### config.mk
export PLATFORM = sky130hd
export DESIGN_NAME = replica_source_priority_selector
export DESIGN_NICKNAME = d
export VERILOG_FILES = /design/src/hw/rtl/rsps_pkg.sv /design/src/hw/rtl/rsps_cfg.sv /design/src/hw/rtl/rsps_in_stage.sv /design/src/hw/rtl/rsps_scan.sv /design/src/hw/rtl/replica_source_priority_selector.sv
export VERILOG_INCLUDE_DIRS = /design/src /design/src/hw/rtl
export SDC_FILE = /design/constraint.sdc
export NUM_CORES = 1
export LEC_CHECK = 0
export BUFFER_PORTS_ARGS = -buffer_cell sky130_fd_sc_hd__buf_4
export CORE_UTILIZATION = 30
export DETAILED_ROUTE_END_ITERATION = 8
export SYNTH_ARGS = -nofsm -noshare
export SYNTH_HDL_FRONTEND = slang
export SYNTH_SLANG_ARGS = --single-unit
### constraint.sdc
create_clock -name clk_i -period 2.8 [get_ports clk_i]
set_input_delay 0.28 -clock clk_i [delete_from_list [all_inputs] [get_ports clk_i]]
set_output_delay 0.28 -clock clk_i [all_outputs]
set_load 0.02 [all_outputs]
### src/hw/rtl/replica_source_priority_selector_assert.svh
// ----------------------------------------------------------------------------
// replica_source_priority_selector assertion macros
// Concurrent assertion helpers, empty under synthesis.
// ----------------------------------------------------------------------------
`ifndef REPLICA_SOURCE_PRIORITY_SELECTOR_ASSERT_SVH
`define REPLICA_SOURCE_PRIORITY_SELECTOR_ASSERT_SVH

`ifndef SYNTHESIS

// property checked at every rising clk_i edge outside reset
`define RSPS_ASSERT(lbl, prop) \
  lbl: assert property (@(posedge clk_i) disable iff (!rst_ni) (prop)) \
    else $error("rsps assertion failed");

// condition that must never be true outside reset
`define RSPS_NEVER(lbl, cond) \
  lbl: assert property (@(posedge clk_i) disable iff (!rst_ni) !(cond)) \
    else $error("rsps forbidden condition seen");

`else

`define RSPS_ASSERT(lbl, prop)
`define RSPS_NEVER(lbl, cond)

`endif

`endif

### src/hw/rtl/rsps_pkg.sv
// ----------------------------------------------------------------------------
// rsps_pkg
// Types and constants shared by the replica source priority selector.
// ----------------------------------------------------------------------------
package rsps_pkg;

  localparam int MaxReplicasDef = 16;

  // replica kind codes
  localparam logic [2:0] KIND_MEMORY      = 3'd0;
  localparam logic [2:0] KIND_NOF         = 3'd1;
  localparam logic [2:0] KIND_LOCAL_DISK  = 3'd2;
  localparam logic [2:0] KIND_REMOTE_DISK = 3'd3;

  // protocol tags
  localparam logic [1:0] PROTO_NONE   = 2'd0;
  localparam logic [1:0] PROTO_NVLINK = 2'd1;
  localparam logic [1:0] PROTO_RDMA   = 2'd2;

  // candidate slots
  localparam int HIT_LOCAL_MEM  = 0;
  localparam int HIT_NVLINK     = 1;
  localparam int HIT_RDMA       = 2;
  localparam int HIT_LEGACY_MEM = 3;
  localparam int HIT_NOF        = 4;
  localparam int HIT_DISK       = 5;
  localparam int NumHits        = 6;

  // configuration register indexes
  localparam logic [1:0] REG_NVLINK_NUMA_ENABLE = 2'd0;
  localparam logic [1:0] REG_DEST_IS_DEVICE     = 2'd1;
  localparam logic [1:0] REG_LOCAL_DOMAIN_ID    = 2'd2;

  localparam int AddrW = 4;

  typedef struct packed {
    logic        nvlink_numa_enable;
    logic        dest_is_device;
    logic [15:0] local_domain_id;
  } rsps_cfg_t;

  typedef struct packed {
    logic        is_complete;
    logic [2:0]  replica_kind;
    logic        endpoint_is_local;
    logic        has_nvlink;
    logic        has_rdma;
    logic        multi_protocol;
    logic        is_host_numa;
    logic [15:0] replica_domain_id;
    logic        last_replica;
  } rsps_item_t;

  typedef struct packed {
    logic       found;
    logic [3:0] chosen_index;
    logic [1:0] chosen_protocol;
  } rsps_result_t;

endpackage

### src/hw/rtl/rsps_cfg.sv
// ----------------------------------------------------------------------------
// rsps_cfg
// APB register file holding the selector configuration.
// ----------------------------------------------------------------------------
module rsps_cfg (
  input  logic                      clk_i,
  input  logic                      rst_ni,
  input  logic                      psel,
  input  logic                      penable,
  input  logic                      pwrite,
  input  logic [rsps_pkg::AddrW-1:0] paddr,
  input  logic [31:0]               pwdata,
  output logic [31:0]               prdata,
  output logic                      pready,
  output rsps_pkg::rsps_cfg_t       cfg_o
);

  rsps_pkg::rsps_cfg_t cfg_q, cfg_d;
  logic                wr_en;
  logic [1:0]          reg_idx;

  assign pready  = 1'b1;
  assign reg_idx = paddr[3:2];
  assign wr_en   = psel & penable & pwrite & pready;

  always_comb begin
    cfg_d = cfg_q;
    if (wr_en) begin
      case (reg_idx)
        rsps_pkg::REG_NVLINK_NUMA_ENABLE: cfg_d.nvlink_numa_enable = pwdata[0];
        rsps_pkg::REG_DEST_IS_DEVICE:     cfg_d.dest_is_device     = pwdata[0];
        rsps_pkg::REG_LOCAL_DOMAIN_ID:    cfg_d.local_domain_id    = pwdata[15:0];
        default: ;
      endcase
    end
  end

  always_comb begin
    case (reg_idx)
      rsps_pkg::REG_NVLINK_NUMA_ENABLE: prdata = {31'd0, cfg_q.nvlink_numa_enable};
      rsps_pkg::REG_DEST_IS_DEVICE:     prdata = {31'd0, cfg_q.dest_is_device};
      rsps_pkg::REG_LOCAL_DOMAIN_ID:    prdata = {16'd0, cfg_q.local_domain_id};
      default:                          prdata = 32'd0;
    endcase
  end

  always_ff @(posedge clk_i or negedge rst_ni) begin
    if (!rst_ni) begin
      cfg_q <= '0;
    end else begin
      cfg_q <= cfg_d;
    end
  end

  assign cfg_o = cfg_q;

endmodule

### src/hw/rtl/rsps_in_stage.sv
// ----------------------------------------------------------------------------
// rsps_in_stage
// Input register for replica descriptors with stream handshake.
// ----------------------------------------------------------------------------
module rsps_in_stage (
  input  logic                   clk_i,
  input  logic                   rst_ni,
  input  logic                   in_valid_i,
  output logic                   in_ready_o,
  input  rsps_pkg::rsps_item_t   in_item_i,
  output logic                   item_valid_o,
  input  logic                   item_take_i,
  output rsps_pkg::rsps_item_t   item_o
);

  logic                 vld_q, vld_d;
  rsps_pkg::rsps_item_t item_q;
  logic                 load;

  assign in_ready_o = !vld_q || item_take_i;
  assign load       = in_valid_i && in_ready_o;

  always_comb begin
    vld_d = vld_q;
    if (load) begin
      vld_d = 1'b1;
    end else if (item_take_i) begin
      vld_d = 1'b0;
    end
  end

  always_ff @(posedge clk_i or negedge rst_ni) begin
    if (!rst_ni) begin
      vld_q <= 1'b0;
    end else begin
      vld_q <= vld_d;
    end
  end

  always_ff @(posedge clk_i) begin
    if (load) begin
      item_q <= in_item_i;
    end
  end

  assign item_valid_o = vld_q;
  assign item_o       = item_q;

endmodule

### src/hw/rtl/rsps_scan.sv
// ----------------------------------------------------------------------------
// rsps_scan
// First-found candidate registers and the priority pick on the last item.
// ----------------------------------------------------------------------------
module rsps_scan #(
  parameter int MAX_REPLICAS = rsps_pkg::MaxReplicasDef
) (
  input  logic                   clk_i,
  input  logic                   rst_ni,
  input  logic                   fire_i,
  input  rsps_pkg::rsps_item_t   item_i,
  input  rsps_pkg::rsps_cfg_t    cfg_i,
  output rsps_pkg::rsps_result_t result_o
);

  localparam int IdxW = (MAX_REPLICAS > 1) ? $clog2(MAX_REPLICAS) : 1;
  localparam int PosW = $clog2(MAX_REPLICAS + 1);
  localparam int NH   = rsps_pkg::NumHits;

  logic [PosW-1:0] pos_q, pos_d;
  logic [NH-1:0]   vld_q, vld_d, vld_u;
  logic [NH-1:0]   mul_q, mul_d, mul_u;
  logic [IdxW-1:0] idx_q [NH];
  logic [IdxW-1:0] idx_d [NH];
  logic [IdxW-1:0] idx_u [NH];

  logic            in_range;
  logic            is_mem;
  logic            nvl_ok;
  logic [IdxW-1:0] cur_idx;
  logic [NH-1:0]   take;
  logic [IdxW-1:0] win_idx;

  assign in_range = pos_q < PosW'(MAX_REPLICAS);
  assign cur_idx  = pos_q[IdxW-1:0];
  assign is_mem   = item_i.replica_kind == rsps_pkg::KIND_MEMORY;
  assign nvl_ok   = cfg_i.nvlink_numa_enable && cfg_i.dest_is_device &&
                    item_i.has_nvlink && item_i.is_host_numa &&
                    (item_i.replica_domain_id == cfg_i.local_domain_id);

  // first-found slots take the item when still empty
  always_comb begin
    take = '0;
    if (item_i.is_complete && in_range) begin
      take[rsps_pkg::HIT_LOCAL_MEM]  = is_mem && item_i.endpoint_is_local;
      take[rsps_pkg::HIT_NVLINK]     = is_mem && nvl_ok;
      take[rsps_pkg::HIT_RDMA]       = is_mem && item_i.has_rdma;
      take[rsps_pkg::HIT_LEGACY_MEM] = is_mem && !item_i.has_nvlink && !item_i.has_rdma;
      take[rsps_pkg::HIT_NOF]        = item_i.replica_kind == rsps_pkg::KIND_NOF;
      take[rsps_pkg::HIT_DISK]       = item_i.replica_kind == rsps_pkg::KIND_REMOTE_DISK;
    end
  end

  always_comb begin
    vld_u = vld_q;
    mul_u = mul_q;
    idx_u = idx_q;
    for (int i = 0; i < NH; i++) begin
      if (take[i] && !vld_q[i]) begin
        vld_u[i] = 1'b1;
        idx_u[i] = cur_idx;
        mul_u[i] = item_i.multi_protocol &&
                   (i != rsps_pkg::HIT_NOF) && (i != rsps_pkg::HIT_DISK);
      end
    end
    // a complete, in-range local disk always overrides the disk slot
    if (item_i.is_complete && in_range &&
        item_i.replica_kind == rsps_pkg::KIND_LOCAL_DISK) begin
      vld_u[rsps_pkg::HIT_DISK] = 1'b1;
      idx_u[rsps_pkg::HIT_DISK] = cur_idx;
      mul_u[rsps_pkg::HIT_DISK] = 1'b0;
    end
  end

  always_comb begin
    result_o = '0;
    win_idx  = '0;
    result_o.found = |vld_u;
    if (vld_u[rsps_pkg::HIT_LOCAL_MEM]) begin
      win_idx = idx_u[rsps_pkg::HIT_LOCAL_MEM];
    end else if (vld_u[rsps_pkg::HIT_NVLINK]) begin
      win_idx = idx_u[rsps_pkg::HIT_NVLINK];
      if (mul_u[rsps_pkg::HIT_NVLINK]) begin
        result_o.chosen_protocol = rsps_pkg::PROTO_NVLINK;
      end
    end else if (vld_u[rsps_pkg::HIT_RDMA]) begin
      win_idx = idx_u[rsps_pkg::HIT_RDMA];
      if (mul_u[rsps_pkg::HIT_RDMA]) begin
        result_o.chosen_protocol = rsps_pkg::PROTO_RDMA;
      end
    end else if (vld_u[rsps_pkg::HIT_LEGACY_MEM]) begin
      win_idx = idx_u[rsps_pkg::HIT_LEGACY_MEM];
    end else if (vld_u[rsps_pkg::HIT_NOF]) begin
      win_idx = idx_u[rsps_pkg::HIT_NOF];
    end else if (vld_u[rsps_pkg::HIT_DISK]) begin
      win_idx = idx_u[rsps_pkg::HIT_DISK];
    end
    result_o.chosen_index = 4'(win_idx);
  end

  always_comb begin
    pos_d = pos_q;
    vld_d = vld_q;
    mul_d = mul_q;
    idx_d = idx_q;
    if (fire_i) begin
      if (item_i.last_replica) begin
        pos_d = '0;
        vld_d = '0;
      end else begin
        pos_d = in_range ? pos_q + PosW'(1) : pos_q;
        vld_d = vld_u;
        mul_d = mul_u;
        idx_d = idx_u;
      end
    end
  end

  always_ff @(posedge clk_i or negedge rst_ni) begin
    if (!rst_ni) begin
      pos_q <= '0;
      vld_q <= '0;
    end else begin
      pos_q <= pos_d;
      vld_q <= vld_d;
    end
  end

  always_ff @(posedge clk_i) begin
    mul_q <= mul_d;
    idx_q <= idx_d;
  end

endmodule

### src/hw/rtl/replica_source_priority_selector.sv
// ----------------------------------------------------------------------------
// replica_source_priority_selector
// Picks a transfer source from a list of replica descriptors by fixed priority.
// ----------------------------------------------------------------------------
//  channel  | direction | handshake         | payload
//  s_axis   | in        | tvalid / tready   | tdata flags + domain, tuser kind, tlast
//  m_axis   | out       | tvalid / tready   | tdata found, index, protocol
//  apb      | in        | psel/penable      | three config registers at 0x0, 0x4, 0x8
//
//  one descriptor per cycle unless a last descriptor waits; once its last descriptor
//  is accepted, a result passes the input register, then the result register
//  the input register drains a non-last descriptor every cycle; a last
//  descriptor waits only while the result register is full and not taken
//  rst_ni clears the scan state, the config registers and both valid flags
// ----------------------------------------------------------------------------
`include "replica_source_priority_selector_assert.svh"

module replica_source_priority_selector #(
  parameter int MAX_REPLICAS = rsps_pkg::MaxReplicasDef
) (
  input  logic                       clk_i,
  input  logic                       rst_ni,
  input  logic                       s_axis_tvalid,
  output logic                       s_axis_tready,
  // [0] is_complete, [1] endpoint_is_local, [2] has_nvlink, [3] has_rdma,
  // [4] multi_protocol, [5] is_host_numa, [21:6] replica_domain_id, [23:22] unused
  input  logic [23:0]                s_axis_tdata,
  // [2:0] replica_kind
  input  logic [2:0]                 s_axis_tuser,
  input  logic                       s_axis_tlast,
  output logic                       m_axis_tvalid,
  input  logic                       m_axis_tready,
  // [0] found, [4:1] chosen_index, [6:5] chosen_protocol, [7] zero
  output logic [7:0]                 m_axis_tdata,
  input  logic                       psel,
  input  logic                       penable,
  input  logic                       pwrite,
  input  logic [rsps_pkg::AddrW-1:0] paddr,
  input  logic [31:0]                pwdata,
  output logic [31:0]                prdata,
  output logic                       pready
);

  rsps_pkg::rsps_cfg_t    cfg;
  rsps_pkg::rsps_item_t   in_item;
  rsps_pkg::rsps_item_t   item;
  rsps_pkg::rsps_result_t result;
  rsps_pkg::rsps_result_t out_q;
  logic                   item_vld;
  logic                   fire;
  logic                   out_vld_q, out_vld_d;

  rsps_cfg u_cfg (
    .clk_i   (clk_i),
    .rst_ni  (rst_ni),
    .psel    (psel),
    .penable (penable),
    .pwrite  (pwrite),
    .paddr   (paddr),
    .pwdata  (pwdata),
    .prdata  (prdata),
    .pready  (pready),
    .cfg_o   (cfg)
  );

  always_comb begin
    in_item.is_complete       = s_axis_tdata[0];
    in_item.replica_kind      = s_axis_tuser;
    in_item.endpoint_is_local = s_axis_tdata[1];
    in_item.has_nvlink        = s_axis_tdata[2];
    in_item.has_rdma          = s_axis_tdata[3];
    in_item.multi_protocol    = s_axis_tdata[4];
    in_item.is_host_numa      = s_axis_tdata[5];
    in_item.replica_domain_id = s_axis_tdata[21:6];
    in_item.last_replica      = s_axis_tlast;
  end

  // a last request needs room in the result register
  assign fire = item_vld && (!item.last_replica || !out_vld_q || m_axis_tready);

  rsps_in_stage u_in (
    .clk_i        (clk_i),
    .rst_ni       (rst_ni),
    .in_valid_i   (s_axis_tvalid),
    .in_ready_o   (s_axis_tready),
    .in_item_i    (in_item),
    .item_valid_o (item_vld),
    .item_take_i  (fire),
    .item_o       (item)
  );

  rsps_scan #(
    .MAX_REPLICAS (MAX_REPLICAS)
  ) u_scan (
    .clk_i    (clk_i),
    .rst_ni   (rst_ni),
    .fire_i   (fire),
    .item_i   (item),
    .cfg_i    (cfg),
    .result_o (result)
  );

  always_comb begin
    out_vld_d = out_vld_q;
    if (fire && item.last_replica) begin
      out_vld_d = 1'b1;
    end else if (m_axis_tready) begin
      out_vld_d = 1'b0;
    end
  end

  always_ff @(posedge clk_i or negedge rst_ni) begin
    if (!rst_ni) begin
      out_vld_q <= 1'b0;
    end else begin
      out_vld_q <= out_vld_d;
    end
  end

  always_ff @(posedge clk_i) begin
    if (fire && item.last_replica) begin
      out_q <= result;
    end
  end

  assign m_axis_tvalid = out_vld_q;
  assign m_axis_tdata  = {1'b0, out_q.chosen_protocol, out_q.chosen_index, out_q.found};

  `RSPS_ASSERT(a_last_gives_result, fire && item.last_replica |=> out_vld_q)
  `RSPS_ASSERT(a_empty_input_ready, !item_vld |-> s_axis_tready)
  `RSPS_NEVER(a_no_found_is_zero, out_vld_q && !out_q.found && (out_q.chosen_index != 4'd0 || out_q.chosen_protocol != rsps_pkg::PROTO_NONE))
  `RSPS_NEVER(a_protocol_code, out_vld_q && out_q.chosen_protocol != rsps_pkg::PROTO_NONE && out_q.chosen_protocol != rsps_pkg::PROTO_NVLINK && out_q.chosen_protocol != rsps_pkg::PROTO_RDMA)

endmodule
==> run_results.csv, run 1 <==
group,metric,value,unit
clock_network,cts.sink_count,90,
floorplan,die_area,15470,sq um
sta,slew_headroom,42.42,%
drt,wl_per_cell,15.85,um
pwr,ir_drop,0.0003636,V
layout,syn2layout_area_growth,23.02,%
sta,report.final.setup_viol,0,
synth,yosysTopAreaCell,"edfxtp_1",
sta,worst_pin_slew,0.8518,ns
sta,finalCriticalPeriod,2.377,ns
setup_path,crit_chain,"nor3b_2 > buf_4 > a311oi_1 > nor4b_1 > nand3_1 > o211ai_1",
sta,hold_viol_final,0,
floorplan,core.rowCount,44,
place,io_buffers,75,
setup_path,critPathTopFamily,"simple AND/OR/NAND/NOR gates",
sta,drv_slew,0,
drt,drtIter0Drc,136,
setup_path,worstSetupEndpointType,"flop",
grt,grt_pass1_vias,3220,
clock_network,cts-root-buf,"clkbuf_16",
setup_path,cp.arrival,2.56,ns
synth,synth-edff-count,59,
sta,finClkSkew,0.01177,ns
clock_network,cts_resized,0,
synth,ys_warn_count,0,
sta,fmax,0.4206,GHz
layout,utilization,37.90,%
clock_network,clkLatencyLatePin,0.35,ns
synth,syn_area,4494,sq um
setup_path,crit_fanout,14,
clock_network,cts.path.max_buffers,2,
pwr,powerDensity,625.1,nW/um^2
layout,layout-drive-gt1-share,31.72,%
layout,ff_latch_area,2547,sq um
layout,fillers,1401,
synth,synth_area_leaders,"edfxtp_1 (39%), dfrtp_1 (17%), mux2_2 (9.0%), buf_4 (3.0%), and2_1 (2.4%)",
setup_path,crit_slowest_cell,"nor4b_1",
floorplan,start_util,30.81,%
setup_path,cp.buffers_inverters,1,
synth,synth_cells,371,
synth,seq_area_frac_synth,56.68,%
synth,synth_ff_type,"edfxtp_1",
sta,rsz0062_at_grt,"false",
sta,period_share,84.91,%
drt,post-route-drc-count,0,
drt,num_vias,3141,
grt,grt_max_degree,32,
synth,synth_most_common_cell,"edfxtp_1",
place,dpl.hpwl,7.332,mm
synth,synth_cell_types,52,
floorplan,io_pins,114,
setup_path,path_class,"reg -> reg",
place,placed_cell_area,5225,sq um
layout,design_area,5529,sq um
setup_path,start_kind,"flop",
sta,tns,0,ns
drt,drt_first_pass_iters,4,
clock_network,htree_levels,3,
drt,drt-total-wl,10.11,mm
drt,ant_nets,0,
synth,avgSynthCellArea,12.11,sq um
setup_path,worstPathRequired,2.98,ns
drt,vias_per_cell,4.923,
floorplan,core,14590,sq um
pwr,total_power,3456,uW
grt,antenna_found_initial,0,
synth,async_flop_share,34.44,%
run_status,status,"completed",
synth,synthTopCellsByCount,"edfxtp_1 (59), mux2_2 (36), dfrtp_1 (31)",
place,gp_congestion,0.8277,
grt,grt_usage,13.67,%
setup_path,slowest_delay,0.74,ns
grt,overflow,0,
layout,multi_input_area,1779,sq um
layout,antennaDiodeCount,0,
min_path,hold_class,"in -> reg",
synth,ys_seq_elements,90,
pwr,leakagePower,0.002221,uW
clock_network,numCtsBuffers,9,
floorplan,die_w,124.4,um
layout,num-nets-final,521,
floorplan,chipHeight,124.4,um
synth,synth_top_cell_area_share,39.42,%
clock_network,clkTransAtPathRegs,0.07,ns
grt,grt_pass1_wl,16.48,mm
clock_network,cts_tree,"done",
job,drv_cap,0,
==> per-stage QoR <==
step	cells	hold WS, ns	worst slack (ns)
floorplan	387	-0.01559	0.5958
global placement	621	0.2561	0.5678
detailed placement	621	0.2559	0.5484
CTS	638	0.08690	0.5180
global route	638	0.08701	0.3511
finish	638	0.09905	0.4226
==> cells in the final DEF, fill, tap and decap left out, drive strengths merged, types with 2 or more instances in the layout <==
cell and instances:
nand4 8, nand3 13, clkbuf 10, nor4b 2, a22o 5, buf 85, a31oi 5, clkinv 2
or3 4, and3 4, nor3 5, a32oi 3, o31ai 2, nand3b 3, and2 17, o211ai 4
nor2b 6, a21o 5, o21ai 14, inv 10, mux2i 5, a311oi 3, mux2 37, conb 18
edfxtp 59, nor4 4, a211oi 8, nor3b 2, nor2 16, nand2 24, dfrtp 31, a21oi 8
xor2 11, xnor2 5
==> kinds of logic after synthesis <==
kind of cell               synth area share [%]
muxes                                     10.38
adders and majority gates                0.2784
and+or+nand+nor                           14.42
xor gates and xnor gates                  3.118
other                                    0.1671
DFF                                       56.68
AOI/OAI and AO/OA                         9.828
buffers and inverters                     5.122
==> worst paths after layout <==
kind | startpoint | endpoint | slack [ns] | cells after the start
max | u_scan.pos_q[4] | m_axis_tdata[2] | 0.42 | 6
min | s_axis_tdata[7] | u_in.item_o[2] | 0.1 | 1
max reg2reg | u_scan.pos_q[4] | m_axis_tdata[2] | 0.42 | 6
min reg2reg | u_cfg.cfg_o[12] | u_cfg.cfg_o[12] | 0.55 | 1
max in group asynchronous | rst_ni | u_scan.vld_q[4] | 2.09 | 2
min in group asynchronous | rst_ni | u_cfg.cfg_o[0] | 0.40 | 2
==> where the power goes <==
part           switching [uW]  internal, uW  leakage (uW)
logic                     298           266       0.00112
clock network             514           694      0.000141
registers                 120          1570      0.000960
==> registers in the layout, indices dropped and copies added, names as in the netlist <==
| signal | count |
|---|---|
| m_axis_tvalid | 1 |
| u_scan.idx_q | 24 |
| u_in.item_o | 26 |
| u_in.item_valid_o | 1 |
| u_scan.mul_q | 2 |
| u_scan.vld_q | 6 |
| u_cfg.cfg_o | 18 |
| u_scan.pos_q | 5 |
| m_axis_tdata | 7 |
==> layer usage <==
| metal | track usage [%] | vias to the layer above | part of all wire [%] |
|---|---|---|---|
| li1 | - | 1500 | - |
| met1 | 16.44 | 1491 | 44 |
| met2 | 21.55 | 134 | 45 |
| met3 | 5.498 | 16 | 9.1 |
| met4 | 5.811 | 0 | 2.0 |
| met5 | 0 | - | 0 |
==> repair_timing <==
item	in CTS	in global routing
endpoints found under the hold margin	31	0
buffers inserted	0	0
hold buffers	1	0
==> final cells by class <==
class                   instances  share of cell area (%)
flip-flops and latches         90                   46.07
multi-input cells             254                   32.18
repair buffers                 86                   11.72
well taps                     184                   4.164
clock buffers                  10                   4.141
clock inverters                 6                   1.177
inverters                       8                  0.5431
(Power assumes the default switching activity.)
==> run 2: changes to the inputs <==
Settings changed: ABC_AREA set to 1.
Clock period 2.8 ns to 2.1 ns, I/O delays scaled along.
==> run 2 against run 1 <==
Compared with the run above: first-iteration DRC count down 4.4%; worst setup slack lost 0.19 ns; hold slack worse by 0.062 ns; non-clock buffer count fell by 4; sequential power is 30% higher; combinational power rose by 29%; largest cell class unchanged; largest power group unchanged.
==> run_results.csv, run 2 <==
group,metric,value,unit
floorplan,chipHeight,123.2,um
min_path,hold_end,"u_in.item_o[7]",
setup_path,rr_startpoint,"u_in.item_o[23]",
run_status,status,"completed",
floorplan,die_area,15180,sq um
setup_path,slowest_delay,0.43,ns
layout,layout-drive-gt1-share,19.59,%
clock_network,cts-root-buf,"clkbuf_16",
sta,drv_slew,0,
grt,grt_max_degree,32,
sta,report.final.setup_viol,0,
drt,ant_nets,0,
layout,final_common_cell,"nand2_1",
layout,largest_register_ffs,26,
min_path,hold_depth,1,
drt,wl_per_cell,12.78,um
sta,fmax,0.5365,GHz
drt,num_vias,3430,
min_path,hold_class,"in -> reg",
drt,post-route-drc-count,0,
setup_path,rr_worst_depth,10,
grt,grt_use_met1,17.62,%
sta,slew_headroom,63.44,%
floorplan,start_util,31.27,%
clock_network,cts_tree,"done",
clock_network,postCtsSetupBuffers,0,
synth,ys_warn_count,0,
job,drv_cap,0,
grt,met3_usage,4.566,%
setup_path,worstSetupEndpointType,"flop",
drt,vias_per_cell,4.472,
clock_network,cts.path.max_buffers,2,
pwr,total_power,4488,uW
synth,yosysTopAreaCell,"edfxtp_1",
layout,final_cells,767,
place,gp_congestion,0.7927,
synth,synth_area_leaders,"edfxtp_1 (40%), dfrtp_1 (18%), nand2_1 (13%), inv_1 (6.0%), nand3_1 (4.9%)",
sta,finClkSkew,0.007907,ns
clock_network,clkTransAtPathRegs,0.06,ns
layout,antennaDiodeCount,0,
synth,synth_cell_types,33,
synth,seq_area_frac_synth,57.79,%
floorplan,io_pins,114,
layout,num-nets-final,654,
sta,tns,0,ns
drt,drtIter0Drc,130,
clock_network,cts_resized,0,
place,io_buffers,75,
clock_network,numCtsBuffers,9,
setup_path,worstPathRequired,2.19,ns
pwr,ir_drop,0.0005168,V
sta,period_share,88.75,%
clock_network,htree_levels,3,
synth,synth-edff-count,59,
setup_path,r2r_slack,0.24,ns
grt,grt.busiest_layer,"met2",
synth,ys_seq_elements,90,
synth,synthTopCellsByCount,"nand2_1 (155), inv_1 (70), edfxtp_1 (59)",
setup_path,cp.arrival,1.96,ns
setup_path,cp.buffers_inverters,1,
sta,worst_pin_slew,0.5470,ns
floorplan,core,14100,sq um
synth,async_flop_share,34.44,%
layout,syn2layout_area_growth,23.42,%
place,dpl.hpwl,7.452,mm
setup_path,critPathTopFamily,"simple AND/OR/NAND/NOR gates",
setup_path,path_class,"reg -> reg",
grt,grt_use_met2,23.53,%
sta,finalCriticalPeriod,1.864,ns
sta,hold_viol_final,0,
grt,grt_pass1_wl,16.35,mm
layout,utilization,38.59,%
grt,antenna_found_initial,0,
grt,overflow,0,
sta,worst_hold_slack,0.03742,ns
place,dp_cells,750,
setup_path,r2r_end,"m_axis_tdata[1]",
synth,synth_ff_type,"edfxtp_1",
layout,mostFrequentLayoutCells,"nand2_1 (155), buf_4 (81), inv_1 (70)",
synth,avgSynthCellArea,8.887,sq um
floorplan,die_w,123.2,um
synth,synth_most_common_cell,"nand2_1",
min_path,hold_start,"s_axis_tdata[12]",
setup_path,crit_fanout,5,
sta,rsz0062_at_grt,"false",
grt,grt_usage,14.30,%
setup_path,start_kind,"flop",
setup_path,crit_slowest_cell,"edfxtp_1",
setup_path,critPathLaunch,"u_in.item_o[23]",
grt,grt_pass1_vias,3444,
clock_network,cts.sink_count,90,
clock_network,clkLatencyLatePin,0.35,ns
setup_path,crit_chain,"nor2_4 > nand2_4 > clkinv_2 > nand2_2 > nor2_2 > nand3_2 > o21ai_0 > nor2_1 > nand2_1 > nand3_1",
floorplan,core.rowCount,43,
pwr,powerDensity,824.9,nW/um^2
clock_network,hold_buffers,1,
drt,drt-total-wl,9.803,mm
pwr,leakagePower,0.002530,uW
drt,drt_first_pass_iters,5,
synth,synth_cells,496,
synth,syn_area,4408,sq um
synth,synth_top_cell_area_share,40.19,%
[run 2: worst reg2reg max path, cell delays in order, from the launching register on]
cell,delay [ns]
edfxtp_1,0.43
nor2_4,0.16
nand2_4,0.08
clkinv_2,0.07
nand2_2,0.05
nor2_2,0.11
nand3_2,0.13
o21ai_0,0.25
nor2_1,0.15
nand2_1,0.10
nand3_1,0.09
[run 2: where the power goes]
part           total (uW)  switching [uW]  internal [uW]
Clock                1570             650            920
Sequential           2190             107           2080
Combinational         727             462            266
[run 2: layout make-up]
| type | instances | area, sq um |
|---|---|---|
| Fill cell | 1425 | 8656 |
| Sequential cell | 90 | 2547 |
| Multi-Input combinational cell | 326 | 1493 |
| Timing Repair Buffer | 82 | 618.1 |
| Inverter | 73 | 275.3 |
| Clock buffer | 13 | 240.2 |
| Tap cell | 180 | 225.2 |
| Clock inverter | 3 | 41.29 |
[run 2: kinds of logic (layout without fill, tap and decap cells)]
logic type	count (synthesis)	after routing	synth area share, %
AND/OR/NAND/NOR	263	263	26.14
buffers and inverters	96	171	9.764
flip-flops	90	90	57.79
AO/OA/AOI/OAI	43	43	5.649
other	2	18	0.1704
adder cells (fa/ha/maj)	1	1	0.2838
XOR/XNOR	1	1	0.1987
[run 2: through the flow]
| stage | setup slack [ns] | instance area (sq um) |
|---|---|---|
| 2_1_floorplan | 0.3241 | 4471 |
| 3_3_place_gp | 0.2559 | 5149 |
| 3_5_place_dp | 0.2289 | 5149 |
| 4_1_cts | 0.2016 | 5440 |
| 5_1_grt | 0.05809 | 5440 |
| 6_report | 0.2362 | 5440 |
[run 2: metal layers]
metal	part of all wire, %	up-vias
met3	6.2	8
met2	48	109
met1	44	1585
li1	-	1728
met4	1.3	0
met5	0	-
[run 2: worst max path at each step]
stage / cells after the start / to / slack, ns
final: 10 / m_axis_tdata[1] / 0.24
after global routing: 10 / m_axis_tdata[3] / 0.06
after CTS: 10 / m_axis_tdata[3] / 0.20
after detailed placement: 10 / m_axis_tdata[3] / 0.23
after global placement: 10 / m_axis_tdata[4] / 0.26
after floorplan: 3 / u_scan.idx_q[0] / 0.32
